--- config.mk ---
export PLATFORM = sky130hd
export DESIGN_NAME = gpsle_ctrl
export DESIGN_NICKNAME = d
export VERILOG_FILES = /design/src/sv/gpsle_pkg.sv /design/src/sv/gpsle_ctrl.sv
export SDC_FILE = /design/constraint.sdc
export NUM_CORES = 1
export LEC_CHECK = 0
export BUFFER_PORTS_ARGS = -buffer_cell sky130_fd_sc_hd__buf_2
export CORE_UTILIZATION = 33
export DETAILED_ROUTE_END_ITERATION = 10
export PLACE_DENSITY = 0.62
export REMOVE_ABC_BUFFERS = 1
export SETUP_SLACK_MARGIN = 0.3
export SYNTH_ARGS = -nofsm -noshare
export SYNTH_HDL_FRONTEND = slang
export SYNTH_SLANG_ARGS = --single-unit
--- constraint.sdc ---
create_clock -name clk -period 1.7 [get_ports clk]
set_input_delay 0.34 -clock clk [delete_from_list [all_inputs] [get_ports clk]]
set_output_delay 0.34 -clock clk [all_outputs]
set_load 0.005 [all_outputs]
--- src/sv/gpsle_pkg.sv ---
// Shared types, constants and field-extraction functions for the LNAV
// ephemeris assembler. No dependencies; used by every module of the block.
`default_nettype none
package gpsle_pkg;

  localparam int NUM_SATS_DEF  = 32;
  localparam int SAT_W         = 5;
  localparam int POS_W         = 4;
  localparam int WORD_W        = 30;
  localparam int FID_W         = 6;
  localparam int VAL_W         = 33;
  localparam int WORDS_PER_SF  = 10;
  localparam int STORED_SF     = 3;
  localparam int LAST_SF       = 5;
  localparam int NUM_FIELDS    = 36;
  localparam int SF_CNT_W      = 3;
  localparam logic [WORD_W-1:0] FLIP_MASK = 30'h3fffffc0;
  localparam logic [POS_W-1:0]  LAST_POS  = POS_W'(WORDS_PER_SF - 1);
  localparam logic [FID_W-1:0]  LAST_FID  = FID_W'(NUM_FIELDS - 1);
  localparam logic [SF_CNT_W-1:0] EMIT_SF = SF_CNT_W'(LAST_SF - 1);

  typedef enum logic [3:0] {
    ST_IDLE, ST_CHECK, ST_RD0, ST_RD1, ST_IDCHK,
    ST_CPRD, ST_CPWR, ST_EA, ST_EB, ST_EC
  } state_t;

  typedef struct packed {
    logic wr_collect;
    logic upd_nwc;
    logic rd_collect;
    logic save_d30;
    logic latch_id;
    logic clr_idx;
    logic inc_idx;
    logic cp_write;
    logic rd_store;
    logic sel_b;
    logic latch_a;
    logic load_out;
    logic clr_fld;
    logic inc_fld;
  } cmd_t;

  typedef struct packed {
    logic word_ok;
    logic word_last;
    logic id_ok;
    logic exp_store;
    logic exp_emit;
    logic idx_last;
    logic fld_last;
    logic out_free;
  } status_t;

  // Subframe (0..2) that holds a field.
  function automatic logic [1:0] fld_sf(input logic [FID_W-1:0] k);
    logic [1:0] r;
    if (k < FID_W'(12)) r = 2'd0;
    else if (k < FID_W'(24)) r = 2'd1;
    else r = 2'd2;
    return r;
  endfunction

  // Word holding the field, or its high part for split fields.
  function automatic logic [POS_W-1:0] fld_wa(input logic [FID_W-1:0] k);
    logic [POS_W-1:0] r;
    case (k) inside
      6'd0, 6'd1, 6'd2, 6'd12, 6'd13, 6'd14, 6'd24, 6'd25, 6'd26: r = 4'd1;
      6'd3, 6'd4, 6'd5, 6'd6, 6'd15, 6'd16, 6'd27, 6'd28:          r = 4'd2;
      6'd17, 6'd18:                                                r = 4'd3;
      6'd29, 6'd30:                                                r = 4'd4;
      6'd19, 6'd20:                                                r = 4'd5;
      6'd7, 6'd31, 6'd32:                                          r = 4'd6;
      6'd8, 6'd21, 6'd22:                                          r = 4'd7;
      6'd10, 6'd11, 6'd33:                                         r = 4'd8;
      default:                                                     r = 4'd9;
    endcase
    return r;
  endfunction

  // Word holding the low part of a split field; same as fld_wa otherwise.
  function automatic logic [POS_W-1:0] fld_wb(input logic [FID_W-1:0] k);
    logic [POS_W-1:0] r;
    case (k) inside
      6'd6, 6'd32:  r = 4'd7;
      6'd18:        r = 4'd4;
      6'd20:        r = 4'd6;
      6'd22:        r = 4'd8;
      6'd28:        r = 4'd3;
      6'd30:        r = 4'd5;
      default:      r = fld_wa(k);
    endcase
    return r;
  endfunction

  // Raw field value from the word(s) that hold it.
  function automatic logic signed [VAL_W-1:0] fld_value(input logic [FID_W-1:0] k,
                                                       input logic [WORD_W-1:0] a,
                                                       input logic [WORD_W-1:0] b);
    logic signed [VAL_W-1:0] r;
    case (k) inside
      6'd0, 6'd12, 6'd24:  r = VAL_W'(a[29:13]);
      6'd1, 6'd13, 6'd25:  r = VAL_W'(a[12]);
      6'd2, 6'd14, 6'd26:  r = VAL_W'(a[11]);
      6'd3:                r = VAL_W'(a[29:20]);
      6'd4:                r = VAL_W'(a[17:14]);
      6'd5:                r = VAL_W'(a[13:8]);
      6'd6:                r = VAL_W'({a[7:6], b[29:22]});
      6'd7:                r = VAL_W'($signed(a[13:6]));
      6'd8:                r = VAL_W'({a[21:6], 4'b0000});
      6'd9:                r = VAL_W'($signed(a[29:8]));
      6'd10, 6'd16:        r = VAL_W'($signed(a[21:6]));
      6'd11:               r = VAL_W'($signed(a[29:22]));
      6'd15, 6'd34:        r = VAL_W'(a[29:22]);
      6'd17, 6'd19, 6'd21, 6'd27, 6'd29, 6'd31:
                           r = VAL_W'($signed(a[29:14]));
      6'd18, 6'd28, 6'd30, 6'd32:
                           r = VAL_W'($signed({a[13:6], b[29:6]}));
      6'd20, 6'd22:        r = VAL_W'({a[13:6], b[29:6]});
      6'd23:               r = VAL_W'({a[29:14], 4'b0000});
      6'd33:               r = VAL_W'($signed(a[29:6]));
      6'd35:               r = VAL_W'($signed(a[21:8]));
      default:             r = '0;
    endcase
    return r;
  endfunction

endpackage
`default_nettype wire

--- src/sv/gpsle_ctrl.sv ---
// Sequencing state machine of the LNAV ephemeris assembler.
// Depends on gpsle_pkg for the state type and the command/status structs.
`default_nettype none
module gpsle_ctrl (
  input  wire logic              clk,
  input  wire logic              rst_n,
  input  wire logic              in_valid,
  output logic                   in_stall,
  input  wire gpsle_pkg::status_t sts,
  output gpsle_pkg::cmd_t        cmd
);
  import gpsle_pkg::*;

  state_t state_r, state_nxt;

  always_ff @(posedge clk) begin
    if (!rst_n) state_r <= ST_IDLE;
    else        state_r <= state_nxt;
  end

  always_comb begin
    state_nxt = state_r;
    unique case (state_r)
      ST_IDLE:  if (in_valid) state_nxt = ST_CHECK;
      ST_CHECK: state_nxt = (sts.word_ok && sts.word_last) ? ST_RD0 : ST_IDLE;
      ST_RD0:   state_nxt = ST_RD1;
      ST_RD1:   state_nxt = ST_IDCHK;
      ST_IDCHK: begin
        if (!sts.id_ok)         state_nxt = ST_IDLE;
        else if (sts.exp_store) state_nxt = ST_CPRD;
        else if (sts.exp_emit)  state_nxt = ST_EA;
        else                    state_nxt = ST_IDLE;
      end
      ST_CPRD:  state_nxt = ST_CPWR;
      ST_CPWR:  state_nxt = sts.idx_last ? ST_IDLE : ST_CPRD;
      ST_EA:    state_nxt = ST_EB;
      ST_EB:    state_nxt = ST_EC;
      ST_EC: begin
        if (sts.out_free) state_nxt = sts.fld_last ? ST_IDLE : ST_EA;
      end
      default:  state_nxt = ST_IDLE;
    endcase
  end

  always_comb begin
    cmd      = '0;
    in_stall = (state_r != ST_IDLE);
    unique case (state_r)
      ST_IDLE:  ;
      ST_CHECK: begin
        cmd.wr_collect = sts.word_ok;
        cmd.upd_nwc    = sts.word_ok;
        cmd.clr_idx    = 1'b1;
      end
      ST_RD0: begin
        cmd.rd_collect = 1'b1;
        cmd.inc_idx    = 1'b1;
      end
      ST_RD1: begin
        cmd.rd_collect = 1'b1;
        cmd.save_d30   = 1'b1;
      end
      ST_IDCHK: begin
        cmd.latch_id = 1'b1;
        cmd.clr_idx  = 1'b1;
        cmd.clr_fld  = 1'b1;
      end
      ST_CPRD:  cmd.rd_collect = 1'b1;
      ST_CPWR: begin
        cmd.cp_write = 1'b1;
        cmd.save_d30 = 1'b1;
        cmd.inc_idx  = 1'b1;
      end
      ST_EA:    cmd.rd_store = 1'b1;
      ST_EB: begin
        cmd.latch_a  = 1'b1;
        cmd.rd_store = 1'b1;
        cmd.sel_b    = 1'b1;
      end
      ST_EC: begin
        cmd.load_out = sts.out_free;
        cmd.inc_fld  = sts.out_free;
      end
      default:  ;
    endcase
  end

endmodule
`default_nettype wire

==> impl_results.md, run 1 <==
* Status: completed
* Synth warnings at 0
* Via count of the first global-routing pass at approximately 530
* DRC at 0
* Crit Reg-Reg Startpoint: state_r[1]$_SDFFE_PN0P_
* Startpoint types: flip-flop
* Endpoint class of the critical path: primary output
* End of the worst register-to-register path: state_r[0]$_SDFFE_PN0P_
* Max clock buf depth at 2
* Number of port buffers at 25
* Growth of design area from synthesis to finish at 101%
* Arrival time reported for the critical path endpoint at about 1.3 ns
* Placer's final routability congestion estimate at 0.726
* Hold-fix buffers at CTS at 0
* Most area-consuming cells after synthesis: sky130_fd_sc_hd__dfxtp_1, sky130_fd_sc_hd__buf_4, sky130_fd_sc_hd__nor4b_4, sky130_fd_sc_hd__buf_6, sky130_fd_sc_hd__a21oi_1
* GRT Resource Usage Total at between 20% and 30%
* Max cap viols at 0
* Sequential area share after synthesis at roughly 17%
* Max reg flops at 4
* Number of antenna repair diodes at 0
* Drt pass-1 iters at 4
* Count of pins over their slew limit at 0
* Number of cells on the worst reg-to-reg path at 6
* Reg-to-reg slack, setup at ~0.16 ns
* Final clock skew at 0.00772 ns
* Post-placement setup slack at approximately 0.072 ns
* Number of nets with antenna violations after detailed routing at 0
* Unrepaired setup endpoints after global routing: true
* Total Routed Length at ~1.9 mm
* Synth area leader: sky130_fd_sc_hd__dfxtp_1
* Power per cell area at between 600 and 700 nW/um^2
* CTS Root Cell: sky130_fd_sc_hd__clkbuf_4
* Top register by number of flip-flops: state_r
* Sum of net half-perimeters after detailed placement at a little over 800 um
* Count of flip-flops with a built-in enable after synthesis at 0
* Register bit count reported by yosys at 4
* Start point of the worst min-delay path: rst_n
* Worst slew margin relative to its limit at 83.2%
* Final critical path time including I/O delays and setup at between 1.5 and 2 ns
* Initial antenna violation count at 0
* Final TNS setup at 0 ns
* Share of the clock period used by the worst path at a little over nine tenths
* Mapped Cells at 59
* Most numerous cell in the Yosys netlist: sky130_fd_sc_hd__buf_4
* Commonest cells post-synth: sky130_fd_sc_hd__buf_4, sky130_fd_sc_hd__a21oi_1, sky130_fd_sc_hd__dfxtp_1, sky130_fd_sc_hd__nor2_1, sky130_fd_sc_hd__o21ai_0
* Initial standard-cell utilization of the core at between 30 and 40%
* Final #Nets at approximately 120
* Clock sink count at 4
* Largest fanout on the critical path at 4
* First-pass GRT wire length at roughly 2.3 mm
* Clk_lat worst skew at between 0.2 and 0.25 ns
* Setup Viol. Count Final at 0
* Routed via count at between 600 and 700
* Via-to-Cell Ratio at around 5.5
* Post-synthesis cell type count at 32
* Top FF cell, synth: sky130_fd_sc_hd__dfxtp_1
* Count of standard-cell rows at 13
* Tightest Hold Check Type: primary input to flip-flop
* Leak at between 0.4 and 0.5 nW
* Largest registers: state_r: 4 flops
* WP data required at approximately 1.4 ns
* Mapped Area at ~470 um^2
* Capturing instance or port of the critical path: in_stall
* Worst setup path class: flip-flop to primary output
* Vertical die dimension at 39.6 um
* Wire length per cell after detailed routing at approximately 16 um
* First DRT Iteration DRCs at 5
* Final Hold Violating Endpoints at 0
* Hold-critical path depth at 3
* H-tree depth at 1
* Number of buffers inserted during clock tree synthesis at 3
* Final worst setup slack at between 0.1 and 0.15 ns
* Largest net degree at the start of global routing at 8
* Boundary Pins at 26
* Top cell type's share of synthesized area at between 15 and 20%
* Core area at around 1300 um^2
* Fraction of layout cells with a size suffix above 1 at around 75%
* Remaining global-route overflow at 0
* FFs w/ async S/R, synth at 0%
* Clock tree from TritonCTS: built
* Die width at around 40 um
* Area enclosed by the die boundary at about 1600 um^2
* Fmax at 0.626 GHz
* Post-Syn Area per Cell at 7.89 um^2
* Slew at the pin with the worst max-slew slack at between 0.2 and 0.3 ns
* Worst-path clk slew at around 0.04 ns
* Maximum VDD drop at around 0.32 mV
* Critical Path Source: state_r[2]$_SDFFE_PN0P_
[routing by layer]
| metal | part of all wire, % | vias to the layer above | routed length, um | GRT usage (%) |
|---|---|---|---|---|
| li1 | - | 304 | - | - |
| met1 | 38 | 303 | 739 | 27.9 |
| met2 | 51 | 38 | 977 | 38.1 |
| met3 | 6.1 | 10 | 117 | 5.11 |
| met4 | 4.5 | 0 | 87 | 13.8 |
| met5 | 0 | - | 0 | 0 |
[critical path: stages, from the launching register on]
cell                      delay, ns
sky130_fd_sc_hd__dfxtp_4       0.35
sky130_fd_sc_hd__or4_4         0.54
sky130_fd_sc_hd__buf_6         0.13
[power by group]
| group | total, mW | internal [mW] | leakage, nW | switching [mW] |
|---|---|---|---|---|
| registers | 0.124 | 0.106 | 0.0356 | 0.0189 |
| logic | 0.374 | 0.213 | 0.399 | 0.161 |
| clock network | 0.122 | 0.0792 | 0.0138 | 0.0431 |
| total | 0.621 | 0.398 | 0.448 | 0.223 |
[timing repair]
| action | in CTS | in global routing |
|---|---|---|
| endpoints found under the setup margin | 19 | 18 |
| setup buffers | 20 | 4 |
| gates resized for setup | 26 | 14 |
| pin swaps | 5 | 6 |
[final cells by class]
cell class              count  area, um^2
well taps                  15        18.8
fillers                   100         368
flip-flops and latches      4        95.1
inverters                   3        11.3
repair buffers             51         378
multi-input cells          44         408
clock buffers               3        22.5
[cells in the final DEF, fill, tap and decap left out, drive strengths merged, types with 2 or more instances in the layout]
| cell type | instances |
|---|---|
| buf | 51 |
| clkbuf | 3 |
| nor3 | 3 |
| nand3 | 2 |
| nor2 | 4 |
| o21ai | 5 |
| nor3b | 2 |
| nand2b | 2 |
| and2b | 2 |
| dfxtp | 4 |
| nand2 | 2 |
| nor2b | 2 |
| a21oi | 4 |
| a31oi | 2 |
| inv | 3 |
[cells by family after synthesis]
family          share of synthesized area, %
xor+xnor                                3.76
mux                                     2.15
buf+inv                                 16.4
flops                                   17.2
compound gates                          21.8
simple gates                            38.7
[how the worst min path moves through the flow]
| stage | endpoint | slack [ns] |
|---|---|---|
| after floorplan | state_r[0]$_SDFFE_PN0P_ | 0.49 |
| after global placement | state_r[0]$_SDFFE_PN0P_ | 0.62 |
| after detailed placement | state_r[0]$_SDFFE_PN0P_ | 0.63 |
| after CTS | state_r[3]$_SDFFE_PN0P_ | 0.35 |
| after global routing | state_r[3]$_SDFFE_PN0P_ | 0.36 |
| final | state_r[3]$_SDFFE_PN0P_ | 0.35 |
[through the flow]
stage | instance area [um^2] | instances | power (mW) | hold WS, ns | util (%)
floorplan | 400 | 51 | 0.228 | 0.488 | -
global placement | 559 | 93 | 0.297 | 0.622 | 43.0
detailed placement | 559 | 93 | 0.298 | 0.625 | 43.0
CTS | 832 | 116 | 0.551 | 0.347 | 63.9
global route | 933 | 120 | 0.658 | 0.355 | 71.7
finish | 933 | 120 | 0.621 | 0.353 | 71.7
(Power assumes the default switching activity.)
==> run 2: changes to the inputs <==
--- a/config.mk
+++ b/config.mk
@@ -5,7 +5,7 @@
 export SDC_FILE = /design/constraint.sdc
 export NUM_CORES = 1
 export LEC_CHECK = 0
-export BUFFER_PORTS_ARGS = -buffer_cell sky130_fd_sc_hd__buf_2
+export BUFFER_PORTS_ARGS = -buffer_cell sky130_fd_sc_hd__clkbuf_2
 export CORE_UTILIZATION = 33
 export DETAILED_ROUTE_END_ITERATION = 10
 export PLACE_DENSITY = 0.62
==> constraint.sdc (replaced) <==
create_clock -name clk -period 1.5 [get_ports clk]
set_input_delay 0.3 -clock clk [delete_from_list [all_inputs] [get_ports clk]]
set_output_delay 0.3 -clock clk [all_outputs]
set_load 0.005 [all_outputs]
==> run 2 against run 1 <==
Cell count shrank 3.3%; critical endpoint unchanged; clock skew shrank 0.0073 ns; the flow now finishes with violations (negative setup slack); worst hold slack worse by 0.025 ns; combinational power shrank 10%; flip-flop and latch count unchanged.
==> impl_results.md, run 2 (synthesized netlist as in run 1, its figures left out) <==
* Routed via count at 583 (was 655)
* Vertical die dimension at 39.6 um (unchanged)
* Startpoint types: flip-flop (unchanged)
* Initial standard-cell utilization of the core at 35.8% (unchanged)
* Total Routed Length at 1.55 mm (was 1.92 mm)
* Unrepaired setup endpoints after global routing: true (unchanged)
* Final clock skew at 0.000375 ns (was 0.00772 ns)
* Final TNS setup at -0.142 ns (was 0 ns)
* Max reg flops at 4 (unchanged)
* Violations in the final reports: negative setup slack
* Final worst setup slack at -0.0592 ns (was 0.103 ns)
* Largest net degree at the start of global routing at 8 (unchanged)
* Final #Nets at 114 (was 118)
* Worst slew margin relative to its limit at 84.7% (was 83.2%)
* Leak at 0.422 nW (was 0.448 nW)
* First DRT Iteration DRCs at 4 (was 5)
* Status: finished, violations left (was completed)
* Tightest Hold Check Type: primary input to flip-flop (unchanged)
* Clock tree from TritonCTS: built (unchanged)
* Boundary Pins at 26 (unchanged)
* Worst-path clk slew at 0.04 ns (about the same)
* Via-to-Cell Ratio at 5.03 (was 5.46)
* Via count of the first global-routing pass at 544 (was 533)
* Number of nets with antenna violations after detailed routing at 0 (unchanged)
* GRT Resource Usage Total at 21.4% (was 23.5%)
* Total power at 616 uW (was 621 uW)
* Core area at 1300 um^2 (unchanged)
* Most used cells in the layout excluding fill and tap cells: sky130_fd_sc_hd__clkbuf_2, sky130_fd_sc_hd__buf_4, sky130_fd_sc_hd__buf_6, sky130_fd_sc_hd__buf_2 (was sky130_fd_sc_hd__buf_2, sky130_fd_sc_hd__buf_4, sky130_fd_sc_hd__buf_6)
* Commonest non-fill, non-tap cell in the layout: sky130_fd_sc_hd__clkbuf_2 (was sky130_fd_sc_hd__buf_2)
* Clock sink count at 4 (unchanged)
* Count of standard-cell rows at 13 (unchanged)
* Initial antenna violation count at 0 (unchanged)
* Fraction of layout cells with a size suffix above 1 at 72.3% (was 75.2%)
* Drt pass-1 iters at 4 (unchanged)
* Wire length per cell after detailed routing at 13.4 um (was 16.0 um)
* Worst path cell trace: or4_4, clkbuf_2 (was or4_4, buf_6)
* Final critical path time including I/O delays and setup at 1.56 ns
* Final Hold Violating Endpoints at 0 (unchanged)
* Fillers at 115 (was 100)
* Clk_lat worst skew at 0.23 ns (was 0.24 ns)
* Max cap viols at 0 (unchanged)
* Top register by number of flip-flops: state_r (unchanged)
* Area enclosed by the die boundary at 1560 um^2 (unchanged)
* Number of buffers inserted during clock tree synthesis at 3 (unchanged)
* Power per cell area at 706 nW/um^2 (was 665 nW/um^2)
* Sum of net half-perimeters after detailed placement at 924 um (was 820 um)
* First-pass GRT wire length at 2.27 mm (was 2.35 mm)
* Arrival time reported for the critical path endpoint at 1.26 ns (about the same)
* Die width at 39.6 um (unchanged)
* Count of pins over their slew limit at 0 (unchanged)
* Number of antenna repair diodes at 0 (unchanged)
* Number of port buffers at 25 (unchanged)
* Worst setup path class: flip-flop to primary output (unchanged)
* Slew at the pin with the worst max-slew slack at 0.227 ns (was 0.251 ns)
* WP data required at 1.20 ns (was 1.36 ns)
* Max clock buf depth at 2 (unchanged)
* Largest fanout on the critical path at 6 (was 4)
* Endpoint class of the critical path: primary output (unchanged)
* Final Hold Slack at 0.328 ns (was 0.353 ns)
* Share of the clock period used by the worst path at 104%
* Worst path buffer plus inverter count at 1 (unchanged)
* CP top delay family: simple AND/OR/NAND/NOR gates (unchanged)
* Growth of design area from synthesis to finish at 87.4% (was 101%)
* Fmax at about 0.64 GHz
* CTS Root Cell: sky130_fd_sc_hd__clkbuf_4 (unchanged)
* Largest registers: state_r: 4 flops (unchanged)
* DRC at 0 (unchanged)
* Setup Viol. Count Final at 4 (was 0)
* Delay of the slowest critical-path stage at 0.53 ns (was 0.54 ns)
* H-tree depth at 1 (unchanged)
* Placer's final routability congestion estimate at 0.746 (was 0.726)
* Remaining global-route overflow at 0 (unchanged)
* Maximum VDD drop at 0.309 mV (was 0.323 mV)
* Cell with the largest stage delay on the worst path: sky130_fd_sc_hd__or4_4 (unchanged)
[run 2: path summary, 6_finish.rpt]
path / startpoint / to / slack [ns] / cells after the start
max: state_r[3]$_SDFFE_PN0P_ / in_stall / -0.06 / 2
min: rst_n / state_r[3]$_SDFFE_PN0P_ / 0.33 / 3
max reg2reg: state_r[3]$_SDFFE_PN0P_ / state_r[1]$_SDFFE_PN0P_ / 0 / 5
min reg2reg: state_r[3]$_SDFFE_PN0P_ / state_r[0]$_SDFFE_PN0P_ / 0.65 / 2
[run 2: tightest hold or removal path: stages]
cell                       delay, ns
sky130_fd_sc_hd__clkbuf_2       0.11
sky130_fd_sc_hd__o21ai_4        0.07
sky130_fd_sc_hd__a21oi_1        0.04
[run 2: routing by layer]
layer / routed length (um) / global-route usage (%) / share of wire [%] / vias up
met5: 0 / 0 / 0 / -
met4: 0 / 0 / 0 / 0
met3: 77 / 5.11 / 5.0 / 0
met2: 801 / 41.8 / 52 / 24
met1: 673 / 24.2 / 43 / 269
li1: - / - / - / 290
[run 2: cell type report]
type                    instances  area, um^2  share of cell area (%)
clock buffers                   3        22.5                    2.58
inverters                       3        11.3                    1.29
multi-input cells              44         398                    45.6
flip-flops and latches          4        95.1                    10.9
well taps                      15        18.8                    2.15
repair buffers                 47         327                    37.4
[run 2: stage by stage]
stage               instance area (um^2)  std cells  setup slack [ns]  utilization [%]
global placement                     612        100             0.100             47.0
detailed placement                   612        100            0.0762             47.0
finish                               872        116           -0.0592             67.0
global route                         872        116           -0.0834             67.0
CTS                                  806        114           -0.0625             61.9
floorplan                            400         51            0.0300                -
[run 2: timing repair]
| item | 4_1_cts | 5_1_grt |
|---|---|---|
| hold buffers | 0 | 0 |
| buffers inserted | 11 | 2 |
| resized for setup | 23 | 16 |
| gates cloned | 0 | 0 |
| setup endpoints to repair | 19 | 19 |
| pin swaps | 8 | 5 |
[run 2: power by group]
part / switching (mW) / total, mW / internal, mW / leakage (nW)
sequential: 0.0272 / 0.147 / 0.120 / 0.0356
combinational: 0.148 / 0.335 / 0.187 / 0.373
clock: 0.0442 / 0.134 / 0.0895 / 0.0138
==> run 3: changes to the inputs <==
--- a/config.mk
+++ b/config.mk
@@ -6,9 +6,12 @@
 export NUM_CORES = 1
 export LEC_CHECK = 0
 export BUFFER_PORTS_ARGS = -buffer_cell sky130_fd_sc_hd__clkbuf_2
-export CORE_UTILIZATION = 33
+export CELL_PAD_IN_SITES_DETAIL_PLACEMENT = 0
+export CELL_PAD_IN_SITES_GLOBAL_PLACEMENT = 1
+export CORE_UTILIZATION = 28
+export CTS_CLUSTER_DIAMETER = 150
 export DETAILED_ROUTE_END_ITERATION = 10
-export PLACE_DENSITY = 0.62
+export PLACE_DENSITY = 0.74
 export REMOVE_ABC_BUFFERS = 1
 export SETUP_SLACK_MARGIN = 0.3
 export SYNTH_ARGS = -nofsm -noshare
==> run 3 against run 2 <==
The flow still finishes with violations (negative setup slack); register-to-register slack about the same; core utilization down 13 points; flip-flop and latch count unchanged; combinational power up 5%; critical path depth unchanged; wire length down 1.5%; die area up 17%; clock power down 3%; critical path type unchanged; highest routed layer is now met4.
==> impl_results.md, run 3 (synthesized netlist as in run 1, its figures left out) <==
* Int Pwr at 400 uW (was 396 uW)
* Maximum VDD drop at 0.290 mV (was 0.309 mV)
* Count of pins over their slew limit at 0 (unchanged)
* Delay of the slowest critical-path stage at 0.53 ns (about the same)
* Setup Viol. Count Final at 1 (was 4)
* WP data required at 1.20 ns (about the same)
* Final TNS setup at -0.0231 ns (was -0.142 ns)
* Largest registers: state_r: 4 flops (unchanged)
* GRT Resource Usage Total at 15.7% (was 21.4%)
* Clk_lat worst skew at 0.23 ns (about the same)
* Final clock skew at 0.00249 ns (was 0.000375 ns)
* Cell with the largest stage delay on the worst path: sky130_fd_sc_hd__or4_4 (unchanged)
* Final Hold Violating Endpoints at 0 (unchanged)
* Number of buffers inserted during clock tree synthesis at 3 (unchanged)
* Max cap viols at 0 (unchanged)
* Final worst setup slack at -0.0231 ns (was -0.0592 ns)
* Placed cell area at 598 um^2 (was 612 um^2)
* Final Hold Slack at 0.351 ns (was 0.328 ns)
* Worst slew margin relative to its limit at 82.3% (was 84.7%)
* Worst path cell trace: or4_4, clkbuf_2 (unchanged)
* Slew at the pin with the worst max-slew slack at 0.264 ns (was 0.227 ns)
* Filler-free cell count of the finished design at 111 (was 116)
* Tightest Hold Check Type: primary input to flip-flop (unchanged)
* Worst-path clk slew at 0.04 ns (about the same)
* Placer's final routability congestion estimate at 0.753 (was 0.746)
* Worst path buffer plus inverter count at 1 (unchanged)
* Number of antenna repair diodes at 0 (unchanged)
* Reg-to-reg slack, setup at 0 ns (about the same)
* Sum of net half-perimeters after detailed placement at 940 um (was 924 um)
* Status: finished, violations left (unchanged)
* CP top delay family: simple AND/OR/NAND/NOR gates (unchanged)
* Core utilization of the finished layout at 53.8% (was 67.0%)
* Worst setup path class: flip-flop to primary output (unchanged)
* H-tree depth at 1 (unchanged)
* Unrepaired setup endpoints after global routing: true (unchanged)
* Largest fanout on the critical path at 4 (was 6)
* Fmax at 0.657 GHz (was 0.641 GHz)
* Max reg flops at 4 (unchanged)
* Total Routed Length at 1.53 mm (was 1.55 mm)
* First-pass GRT wire length at 2.26 mm (was 2.27 mm)
* Top register by number of flip-flops: state_r (unchanged)
* Leak at 0.389 nW (was 0.422 nW)
* CTS Root Cell: sky130_fd_sc_hd__clkbuf_4 (unchanged)
* Violations in the final reports: negative setup slack (unchanged)
* Clock tree from TritonCTS: built (unchanged)
* Die width at 42.8 um (was 39.6 um)
* Initial antenna violation count at 0 (unchanged)
* Placed insts at 99 (was 100)
* Drt pass-1 iters at 4 (unchanged)
* Startpoint types: flip-flop (unchanged)
* Area enclosed by the die boundary at 1830 um^2 (was 1560 um^2)
* Core area at 1520 um^2 (was 1300 um^2)
* Count of standard-cell rows at 14 (was 13)
* Fraction of layout cells with a size suffix above 1 at 70.5% (was 72.3%)
* Arrival time reported for the critical path endpoint at 1.22 ns (was 1.26 ns)
* Vertical die dimension at 42.8 um (was 39.6 um)
* Routed via count at 560 (was 583)
* Boundary Pins at 26 (unchanged)
* Clk network pwr share at 20.9% (was 21.7%)
* Clock sink count at 4 (unchanged)
* Total power at 620 uW (was 616 uW)
* Post-placement setup slack at 0.0525 ns (was 0.0762 ns)
* Most used cells in the layout excluding fill and tap cells: sky130_fd_sc_hd__clkbuf_2, sky130_fd_sc_hd__buf_6, sky130_fd_sc_hd__buf_4 (was sky130_fd_sc_hd__clkbuf_2, sky130_fd_sc_hd__buf_4, sky130_fd_sc_hd__buf_6, sky130_fd_sc_hd__buf_2)
* Power per cell area at 757 nW/um^2 (was 706 nW/um^2)
* Via count of the first global-routing pass at 550 (was 544)
* Growth of design area from synthesis to finish at 76.1% (was 87.4%)
* Area of all placed cells without fillers at 820 um^2 (was 872 um^2)
* Commonest non-fill, non-tap cell in the layout: sky130_fd_sc_hd__clkbuf_2 (unchanged)
* Switching share of total power at 35.6% (was 35.7%)
* Remaining global-route overflow at 0 (unchanged)
* Wire length per cell after detailed routing at 13.8 um (was 13.4 um)
* Final critical path time including I/O delays and setup at 1.52 ns (was 1.56 ns)
* Final #Nets at 108 (was 114)
* Share of the clock period used by the worst path at 102% (was 104%)
* Combinational fraction of design power at 56.9% (was 54.4%)
* DRC at 0 (unchanged)
* Endpoint class of the critical path: primary output (unchanged)
* Number of port buffers at 25 (unchanged)
* First DRT Iteration DRCs at 6 (was 4)
* Max clock buf depth at 2 (unchanged)
* Via-to-Cell Ratio at 5.05 (was 5.03)
* Number of nets with antenna violations after detailed routing at 0 (unchanged)
* Part of the total power dissipated in sequential elements at 22.2% (was 23.9%)
* Initial standard-cell utilization of the core at 30.5% (was 35.8%)
* Largest net degree at the start of global routing at 11 (was 8)
* Switching power at 221 uW (was 220 uW)
-- run 3: final cells by class --
class	instances	area (um^2)
inverter	3	11.3
fill	151	704
timing repair buffer	41	282
sequential	4	92.6
multi-input combinational	44	392
tap	16	20.0
clock buffer	3	22.5
-- run 3: power groups by stage --
stage | Combinational, mW | Sequential (mW) | Clock (mW)
4_1_cts | 0.297 | 0.137 | 0.133
3_3_place_gp | 0.227 | 0.139 | 0
6_report | 0.353 | 0.138 | 0.130
5_1_grt | 0.381 | 0.139 | 0.142
2_1_floorplan | 0.105 | 0.153 | 0
3_5_place_dp | 0.227 | 0.139 | 0
-- run 3: tightest hold or removal path, cell delays in order --
cell and delay [ns]:
sky130_fd_sc_hd__clkbuf_2 0.09, sky130_fd_sc_hd__nand4b_1 0.08, sky130_fd_sc_hd__a31oi_1 0.07
-- run 3: path summary, 6_finish.rpt --
path,startpoint,cells past startpoint,to
hold / removal,sts[3],3,state_r[1]$_SDFFE_PN0P_
setup reg to reg,state_r[0]$_SDFFE_PN0P_,5,state_r[0]$_SDFFE_PN0P_
hold reg to reg,state_r[3]$_SDFFE_PN0P_,2,state_r[0]$_SDFFE_PN0P_
setup / recovery,state_r[0]$_SDFFE_PN0P_,2,in_stall
-- run 3: routing by layer --
metal	part of all wire (%)	up-vias	wire length, um	track usage [%]
li1	-	281	-	-
met1	41	252	633	20.0
met2	50	21	770	26.4
met3	4.9	6	75	1.70
met4	3.1	0	48	6.88
met5	0	-	0	0
-- run 3: repair_timing --
item / 4_1_cts / 5_1_grt
pin swaps: 4 / 7
endpoints found under the setup margin: 19 / 19
resized for setup: 18 / 18
setup buffers: 5 / 4
hold buffers: 0 / 0
